**src/rtl/core/key_value_directory_table_unit_assert.svh**
```systemverilog
// Assertion macros for the key/value directory table.
// Used by key_value_directory_table_unit; needs clk and rst_n in the calling scope.
`ifndef KEY_VALUE_DIRECTORY_TABLE_UNIT_ASSERT_SVH
`define KEY_VALUE_DIRECTORY_TABLE_UNIT_ASSERT_SVH
`ifndef NO_ASSERTIONS
`define KVDT_ASSERT_IMP(lbl, cond, conseq) \
  lbl: assert property (@(posedge clk) disable iff (!rst_n) (cond) |-> (conseq)) \
    else $error("key/value table: same-cycle check failed");
`define KVDT_ASSERT_NXT(lbl, cond, conseq) \
  lbl: assert property (@(posedge clk) disable iff (!rst_n) (cond) |=> (conseq)) \
    else $error("key/value table: next-cycle check failed");
`else
`define KVDT_ASSERT_IMP(lbl, cond, conseq)
`define KVDT_ASSERT_NXT(lbl, cond, conseq)
`endif
`endif

```
**src/rtl/core/kvdt_pkg.sv**
```systemverilog
// Shared types and constants for the key/value directory table.
// No dependencies; used by key_value_directory_table_unit.
package kvdt_pkg;

  localparam int ENTRIES     = 16;
  localparam int KEY_BYTES   = 8;
  localparam int VALUE_BYTES = 8;

  localparam int KEY_W = 8 * KEY_BYTES;
  localparam int VAL_W = 8 * VALUE_BYTES;
  localparam int IDX_W = (ENTRIES > 1) ? $clog2(ENTRIES) : 1;
  localparam int CNT_W = $clog2(ENTRIES + 1);

  // Field widths on the stream ports.
  localparam int ACTION_W   = 2;
  localparam int FIELD_W    = 64;
  localparam int STATUS_W   = 2;
  localparam int IN_DATA_W  = 136;
  localparam int OUT_DATA_W = 72;
  localparam int OUT_PAD_W  = OUT_DATA_W - STATUS_W - FIELD_W;

  localparam int IN_KEY_LSB = ACTION_W;
  localparam int IN_VAL_LSB = ACTION_W + FIELD_W;

  typedef enum logic [1:0] {
    ACT_ADD    = 2'd0,
    ACT_GET    = 2'd1,
    ACT_UPDATE = 2'd2,
    ACT_DELETE = 2'd3
  } action_t;

  typedef enum logic [1:0] {
    STS_OK      = 2'd0,
    STS_INVALID = 2'd1,
    STS_FULL    = 2'd2
  } status_t;

  typedef enum logic [1:0] {
    S_IDLE,
    S_SCAN,
    S_EXEC
  } state_t;

endpackage

```
**src/rtl/core/key_value_directory_table_unit.sv**
```systemverilog
// Key/value directory table: sixteen name/value slots held in two synchronous RAMs.
// Requests are handled one at a time: a new word is taken only once the previous one has been
// executed and the sequencer is back in idle. An empty name skips the RAM scan.
// Reset (synchronous, rst_n low) clears the slot valid marks, the sequencer and the output
// valid flag; the name and value RAMs are not cleared and are only read behind a set valid mark.
// Depends on kvdt_pkg and key_value_directory_table_unit_assert.svh.
`include "key_value_directory_table_unit_assert.svh"

module key_value_directory_table_unit (
  input  logic                             clk,
  input  logic                             rst_n,
  // Request channel.
  input  logic                             in_tvalid,
  output logic                             in_tready,
  // in_tdata, lowest bit up: action[1:0], key[65:2], entry_value[129:66], zero padding.
  input  logic [kvdt_pkg::IN_DATA_W-1:0]   in_tdata,
  // Result channel.
  output logic                             out_tvalid,
  input  logic                             out_tready,
  // out_tdata, lowest bit up: status[1:0], read_value[65:2], zero padding.
  output logic [kvdt_pkg::OUT_DATA_W-1:0]  out_tdata
);

  // The block works on one request at a time. A request is taken in the idle
  // state, the RAMs are then swept one entry per cycle while a registered compare
  // stage, working on each entry in the cycle after its address is issued, looks for
  // the matching name and the lowest free slot, and a final execute cycle writes back
  // and loads the output register. Because every write lands before the next sweep
  // starts, reads and writes of the same entry never overlap and no forwarding is needed.

  kvdt_pkg::state_t state_r, state_nxt;

  // Captured request.
  kvdt_pkg::action_t          act_r;
  logic [kvdt_pkg::KEY_W-1:0] key_r;
  logic [kvdt_pkg::VAL_W-1:0] val_r;
  logic                       empty_r;

  // Sweep counter and compare stage.
  logic [kvdt_pkg::CNT_W-1:0] scan_cnt_r, scan_cnt_nxt;
  logic                       cmp_vld_r, cmp_vld_nxt;
  logic [kvdt_pkg::IDX_W-1:0] cmp_idx_r;
  logic [kvdt_pkg::KEY_W-1:0] name_rd_r;
  logic [kvdt_pkg::VAL_W-1:0] val_rd_r;

  // Sweep results.
  logic                       hit_r, hit_nxt;
  logic [kvdt_pkg::IDX_W-1:0] hit_idx_r, hit_idx_nxt;
  logic [kvdt_pkg::VAL_W-1:0] hit_val_r, hit_val_nxt;
  logic                       free_r, free_nxt;
  logic [kvdt_pkg::IDX_W-1:0] free_idx_r, free_idx_nxt;

  // Slot valid marks, in flip-flops so that reset clears them at once.
  logic [kvdt_pkg::ENTRIES-1:0] used_r;

  // Output register.
  logic                       out_tvalid_r;
  kvdt_pkg::status_t          out_status_r;
  logic [kvdt_pkg::VAL_W-1:0] out_value_r;

  // The two RAMs.
  logic [kvdt_pkg::KEY_W-1:0] name_mem [kvdt_pkg::ENTRIES];
  logic [kvdt_pkg::VAL_W-1:0] value_mem [kvdt_pkg::ENTRIES];

  logic [kvdt_pkg::FIELD_W-1:0] in_key;
  logic [kvdt_pkg::FIELD_W-1:0] in_value;
  logic                         in_fire;
  logic                         exec_fire;
  logic [kvdt_pkg::IDX_W-1:0]   rd_addr;

  // Decoded effect of the execute cycle.
  kvdt_pkg::status_t          res_status;
  logic [kvdt_pkg::VAL_W-1:0] res_value;
  logic                       name_we;
  logic                       value_we;
  logic [kvdt_pkg::IDX_W-1:0] wr_idx;
  logic                       set_used;
  logic                       clr_used;

  assign in_key   = in_tdata[kvdt_pkg::IN_KEY_LSB +: kvdt_pkg::FIELD_W];
  assign in_value = in_tdata[kvdt_pkg::IN_VAL_LSB +: kvdt_pkg::FIELD_W];
  assign in_fire  = in_tvalid && in_tready;
  // The execute cycle waits only if an earlier word still sits in the output register.
  assign exec_fire = (state_r == kvdt_pkg::S_EXEC) && (!out_tvalid_r || out_tready);
  assign rd_addr   = scan_cnt_r[kvdt_pkg::IDX_W-1:0];

  // ------------------------------------------------------------------
  // Sequencer: next state.
  // ------------------------------------------------------------------
  always_comb begin
    state_nxt = state_r;
    case (state_r)
      kvdt_pkg::S_IDLE: begin
        if (in_fire) begin
          // An empty name skips the sweep altogether.
          if (in_key[kvdt_pkg::KEY_W-1:0] == '0) begin
            state_nxt = kvdt_pkg::S_EXEC;
          end else begin
            state_nxt = kvdt_pkg::S_SCAN;
          end
        end
      end
      kvdt_pkg::S_SCAN: begin
        // Once every address is issued, the last compare completes at this edge.
        if (scan_cnt_r == kvdt_pkg::CNT_W'(kvdt_pkg::ENTRIES)) begin
          state_nxt = kvdt_pkg::S_EXEC;
        end
      end
      kvdt_pkg::S_EXEC: begin
        if (exec_fire) begin
          state_nxt = kvdt_pkg::S_IDLE;
        end
      end
      default: begin
        state_nxt = kvdt_pkg::S_IDLE;
      end
    endcase
  end

  // ------------------------------------------------------------------
  // Sequencer: outputs (handshake, sweep counter, compare issue).
  // ------------------------------------------------------------------
  always_comb begin
    in_tready    = 1'b0;
    scan_cnt_nxt = scan_cnt_r;
    cmp_vld_nxt  = 1'b0;
    case (state_r)
      kvdt_pkg::S_IDLE: begin
        in_tready    = 1'b1;
        scan_cnt_nxt = '0;
      end
      kvdt_pkg::S_SCAN: begin
        if (scan_cnt_r != kvdt_pkg::CNT_W'(kvdt_pkg::ENTRIES)) begin
          scan_cnt_nxt = scan_cnt_r + kvdt_pkg::CNT_W'(1);
          cmp_vld_nxt  = 1'b1;
        end
      end
      kvdt_pkg::S_EXEC: begin
        scan_cnt_nxt = scan_cnt_r;
      end
      default: begin
        scan_cnt_nxt = '0;
      end
    endcase
  end

  // ------------------------------------------------------------------
  // Compare stage: the first valid slot holding the name, and the lowest
  // slot without a valid mark. A free slot is never compared, so its RAM
  // contents do not matter.
  // ------------------------------------------------------------------
  always_comb begin
    hit_nxt      = hit_r;
    hit_idx_nxt  = hit_idx_r;
    hit_val_nxt  = hit_val_r;
    free_nxt     = free_r;
    free_idx_nxt = free_idx_r;
    if (in_fire) begin
      hit_nxt  = 1'b0;
      free_nxt = 1'b0;
    end else if (cmp_vld_r) begin
      if (used_r[cmp_idx_r]) begin
        if (!hit_r && (name_rd_r == key_r)) begin
          hit_nxt     = 1'b1;
          hit_idx_nxt = cmp_idx_r;
          hit_val_nxt = val_rd_r;
        end
      end else if (!free_r) begin
        free_nxt     = 1'b1;
        free_idx_nxt = cmp_idx_r;
      end
    end
  end

  // ------------------------------------------------------------------
  // Execute decode: status, read value and write-back for the request.
  // ------------------------------------------------------------------
  always_comb begin
    res_status = kvdt_pkg::STS_INVALID;
    res_value  = '0;
    name_we    = 1'b0;
    value_we   = 1'b0;
    wr_idx     = hit_idx_r;
    set_used   = 1'b0;
    clr_used   = 1'b0;
    if (!empty_r) begin
      case (act_r)
        kvdt_pkg::ACT_ADD: begin
          wr_idx = free_idx_r;
          if (hit_r) begin
            res_status = kvdt_pkg::STS_INVALID;
          end else if (!free_r) begin
            res_status = kvdt_pkg::STS_FULL;
          end else begin
            res_status = kvdt_pkg::STS_OK;
            name_we    = 1'b1;
            value_we   = 1'b1;
            set_used   = 1'b1;
          end
        end
        kvdt_pkg::ACT_GET: begin
          if (hit_r) begin
            res_status = kvdt_pkg::STS_OK;
            res_value  = hit_val_r;
          end
        end
        kvdt_pkg::ACT_UPDATE: begin
          if (hit_r) begin
            res_status = kvdt_pkg::STS_OK;
            value_we   = 1'b1;
          end
        end
        kvdt_pkg::ACT_DELETE: begin
          if (hit_r) begin
            res_status = kvdt_pkg::STS_OK;
            clr_used   = 1'b1;
          end
        end
        default: begin
          res_status = kvdt_pkg::STS_INVALID;
        end
      endcase
    end
  end

  // ------------------------------------------------------------------
  // Registers.
  // ------------------------------------------------------------------
  always_ff @(posedge clk) begin
    if (!rst_n) begin
      state_r      <= kvdt_pkg::S_IDLE;
      scan_cnt_r   <= '0;
      cmp_vld_r    <= 1'b0;
      hit_r        <= 1'b0;
      free_r       <= 1'b0;
      used_r       <= '0;
      out_tvalid_r <= 1'b0;
    end else begin
      state_r    <= state_nxt;
      scan_cnt_r <= scan_cnt_nxt;
      cmp_vld_r  <= cmp_vld_nxt;
      hit_r      <= hit_nxt;
      free_r     <= free_nxt;
      if (exec_fire && set_used) begin
        used_r[wr_idx] <= 1'b1;
      end
      if (exec_fire && clr_used) begin
        used_r[wr_idx] <= 1'b0;
      end
      if (exec_fire) begin
        out_tvalid_r <= 1'b1;
      end else if (out_tready) begin
        out_tvalid_r <= 1'b0;
      end
    end
  end

  // Payload registers carry no reset.
  always_ff @(posedge clk) begin
    if (in_fire) begin
      act_r   <= kvdt_pkg::action_t'(in_tdata[kvdt_pkg::ACTION_W-1:0]);
      key_r   <= in_key[kvdt_pkg::KEY_W-1:0];
      val_r   <= in_value[kvdt_pkg::VAL_W-1:0];
      empty_r <= (in_key[kvdt_pkg::KEY_W-1:0] == '0);
    end
    cmp_idx_r  <= rd_addr;
    hit_idx_r  <= hit_idx_nxt;
    hit_val_r  <= hit_val_nxt;
    free_idx_r <= free_idx_nxt;
    if (exec_fire) begin
      out_status_r <= res_status;
      out_value_r  <= res_value;
    end
  end

  // ------------------------------------------------------------------
  // RAMs: one write port, one registered read port each.
  // ------------------------------------------------------------------
  always_ff @(posedge clk) begin
    if (exec_fire && name_we) begin
      name_mem[wr_idx] <= key_r;
    end
    name_rd_r <= name_mem[rd_addr];
  end

  always_ff @(posedge clk) begin
    if (exec_fire && value_we) begin
      value_mem[wr_idx] <= val_r;
    end
    val_rd_r <= value_mem[rd_addr];
  end

  assign out_tvalid = out_tvalid_r;
  assign out_tdata  = {{kvdt_pkg::OUT_PAD_W{1'b0}},
                       kvdt_pkg::FIELD_W'(out_value_r),
                       out_status_r};

  // ------------------------------------------------------------------
  // Assertions.
  // ------------------------------------------------------------------
  // An accepted word always leaves the idle state.
  `KVDT_ASSERT_NXT(a_accept_leaves_idle, in_fire, state_r != kvdt_pkg::S_IDLE)
  // A new result only appears after an execute cycle.
  `KVDT_ASSERT_IMP(a_result_from_exec, $rose(out_tvalid_r), $past(state_r == kvdt_pkg::S_EXEC))
  // The sweep counter never runs past the table.
  `KVDT_ASSERT_IMP(a_scan_in_range, state_r == kvdt_pkg::S_SCAN,
                   scan_cnt_r <= kvdt_pkg::CNT_W'(kvdt_pkg::ENTRIES))
  // The valid marks change by at most one slot per request.
  `KVDT_ASSERT_NXT(a_one_slot_change, 1'b1,
                   $countones(used_r ^ $past(used_r)) <= 1)

endmodule
```
**config.mk**
```make
export PLATFORM = sky130hd
export DESIGN_NAME = key_value_directory_table_unit
export DESIGN_NICKNAME = d
export VERILOG_FILES = /design/src/rtl/core/kvdt_pkg.sv /design/src/rtl/core/key_value_directory_table_unit.sv
export VERILOG_INCLUDE_DIRS = /design/src /design/src/rtl/core
export SDC_FILE = /design/constraint.sdc
export NUM_CORES = 2
export LEC_CHECK = 0
export BUFFER_PORTS_ARGS = -buffer_cell sky130_fd_sc_hd__buf_4
export CORE_AREA = 3 3 536 538
export CTS_CLUSTER_DIAMETER = 100
export DETAILED_ROUTE_END_ITERATION = 10
export DIE_AREA = 0 0 539 541
export GPL_TIMING_DRIVEN = 1
export HOLD_SLACK_MARGIN = 0.03
export PLACE_DENSITY = 0.48
export SYNTH_ARGS = -nofsm -noshare
export SYNTH_HDL_FRONTEND = slang
export SYNTH_SLANG_ARGS = --single-unit
```
**constraint.sdc**
```tcl
create_clock -name clk -period 26.3 [get_ports clk]
set_input_delay 3.945 -clock clk [delete_from_list [all_inputs] [get_ports clk]]
set_output_delay 3.945 -clock clk [all_outputs]
set_load 0.005 [all_outputs]
```
==> impl_metrics.json <==
{
  "synth_area_mm2": 0.0905,
  "setup_violations": 0,
  "clk_pin_slew_worst_paths_ns": 0.06,
  "grt_max_degree": 104,
  "placed_area_mm2": 0.0971,
  "p_leak_nw": 32.3,
  "drt-met1-wl_um": 97400,
  "fin_crit_sh_pct": 25.5,
  "worst_setup_path_end_kind": "flop",
  "cts-resized-gates": 0,
  "hp-class": "flop to flop",
  "start_util_pct": 32.0,
  "io_buffers": 201,
  "yosysWarnings": 0,
  "synth-seq-area-share_pct": 80.4,
  "synth_area_per_cell_um2": 24.6,
  "cts_setup_buffers": 0,
  "synth_top_cell_by_area": "edfxtp_1",
  "die_width_um": 539,
  "htreeDepth": 5,
  "regArea_mm2": 0.0728,
  "nets": 4231,
  "top_layer": "met5",
  "async_flop_share_pct": 0,
  "vdd_ir_drop_max_uv": 54.0,
  "rsz0062_at_grt": "false",
  "grt_util_all_layers_pct": 15.2,
  "first_iter_violations": 3281,
  "clock_latency_ns": 0.88,
  "vias": 40000,
  "skew_ns": 0.0582,
  "worst_pin_slew_ns": 1.13,
  "ys_types": 45,
  "dr_wl_met3_um": 10500,
  "powerDensity_mw_per_mm2": 79.8,
  "yosysTopAreaCellShare_pct": 76.9,
  "viasPerCell": 4.96,
  "maxCapViolCount": 0,
  "setup_ws_ns": 19.60,
  "hold_buffers": 0,
  "final_common_cell": "edfxtp_1",
  "cts_buffer_depth": 4,
  "drc": 0,
  "dr_wl_met2_um": 111000,
  "cts_sinks": 2476,
  "synth_edf_count": 2317,
  "crit_arrival_ns": 7.18,
  "root_buffer": "clkbuf_16",
  "setup_tns_ns": 0,
  "grt_pass1_wl_um": 320000,
  "area_growth_syn_to_layout_pct": 17.2,
  "syn_inst": 3672,
  "period_minus_slack_ns": 6.70,
  "rr_startpoint": "key_r[29]$_DFFE_PP_",
  "dieArea_mm2": 0.292,
  "dpl.hpwl_um": 114000,
  "die_y_um": 541,
  "hold_viol": 0,
  "place.gp.congestion": 0.721,
  "min-delay-start": "val_rd_r[2]$_DFF_P_",
  "ys.flop_type": "edfxtp_1",
  "io_pins": 214,
  "finalNonFillerCells": 8055,
  "multiInputGateArea_mm2": 0.0172,
  "avgRoutedWirePerCell_um": 27.9,
  "startpoint_type": "input pin",
  "worstPathMaxFanout": 24,
  "routed_wl_um": 225000,
  "slew-limit-headroom_pct": 25.0,
  "core_area_mm2": 0.283,
  "overflow": 0,
  "antenna_found_initial": 12,
  "cts_tree": "yes",
  "status": "finished, final reports clean",
  "numCtsBuffers": 276,
  "placed_cells": 7554,
  "drive_above_1_share_pct": 32.7,
  "synthTopCellsByArea": "edfxtp_1 77%, mux4_2 16%, dfxtp_1 3.5%, and2_1 0.46%, xnor2_1 0.43%",
  "rows": 195,
  "layout_common_cells": "2317 x edfxtp_1, 644 x mux4_2, 296 x buf_4",
  "crit_required_ns": 26.78,
  "drtAntennaViolNets": 0,
  "startpoint": "out_tready",
  "max_freq_ghz": 0.149,
  "pre_cts_ws_ns": 18.62,
  "synth-seq-cells": 2476,
  "grt_pass1_vias": 42500,
  "criticalPathCategory": "input pin to flop",
  "first_pass_iters": 6,
  "drv_slew": 0,
  "fillers": 25500,
  "utilization_pct": 37.5,
  "design_area_mm2": 0.106
}
[layout make-up]
type                       instances  share of cell area, %
antenna                            3                0.00708
sequential                      2476                   68.6
tap                             3743                   4.41
clock buffer                     395                   7.36
inverter                          19                 0.0767
clock inverter                   103                   1.14
multi-input combinational       1016                   16.2
timing repair buffer             300                   2.17
[final timing paths]
| path | end | slack [ns] | depth (start not counted) |
|---|---|---|---|
| worst min register to register | hit_val_r[2]$_DFFE_PP_ | 0.38 | 0 |
| worst min-delay path | hit_val_r[2]$_DFFE_PP_ | 0.38 | 0 |
| worst max-delay path | value_mem[8][59]$_DFFE_PP_ | 19.60 | 9 |
| worst max register to register | hit_val_r[26]$_DFFE_PP_ | 21.53 | 7 |
[logic make-up (layout without fill, tap and decap cells)]
kind of cell               after synthesis  count (layout)  synth area share [%]
buffers and inverters                  185             817                 0.917
and+or+nand+nor                        262             262                  1.64
adders and majority gates                2               2                0.0276
muxes                                  653             653                  16.1
AOI/OAI and AO/OA                       47              47                 0.430
other                                    1               9               0.00414
xor gates and xnor gates                46              46                 0.445
DFF                                   2476            2476                  80.4
[where the power goes]
part           internal, mW  switching [mW]
clock                  2.24            1.57
sequential             4.36          0.0771
combinational         0.108           0.108
total                  6.71            1.76
[sequential cells by signal (all words and copies together), names as in the netlist, 2 cells and up]
name / flops
state_r: 2
hit_idx_r: 4
key_r: 64
val_rd_r: 64
hit_val_r: 64
out_status_r: 2
val_r: 64
act_r: 2
name_mem: 1024
used_r: 16
name_rd_r: 64
cmp_idx_r: 4
scan_cnt_r: 5
value_mem: 1024
out_value_r: 64
free_idx_r: 4
[Yosys cell counts (4+ instances only)]
cell	instances
edfxtp_1	2317
mux4_2	644
dfxtp_1	159
clkbuf_1	88
and2_1	67
buf_2	57
xnor2_1	44
nor2_1	42
nand2b_1	41
nand4_1	27
nor4_1	26
nand2_1	21
inv_1	19
nor3_1	10
buf_1	9
o221a_2	9
nand3_1	8
buf_4	7
mux2i_1	7
nor2b_1	7
o21ai_0	7
o221a_1	7
a31oi_1	6
buf_6	5
o2111ai_1	5
nand2_2	4
[critical path: stages]
cell      delay [ns]
buf_4           0.08
nand2b_1        0.13
nand2_1         0.16
nor4b_1         0.41
buf_4           0.22
nand2_1         0.19
nor2_4          0.77
buf_4           0.61
buf_4           0.54
[stage by stage]
stage                     hold WS [ns]  power (mW)
final                            0.383        8.47
after global routing             0.389        8.75
after CTS                        0.380        8.58
after detailed placement         0.389        4.74
after global placement           0.386        4.73
after floorplan                  0.326        4.63
[per-layer routing]
layer / track usage (%) / vias to the layer above
met3: 2.50 / 323
met2: 25.2 / 984
li1: - / 16500
met4: 4.34 / 2
met1: 20.6 / 22100
met5: 0 / -
Note: power is estimated with default switching activity, not from simulation.
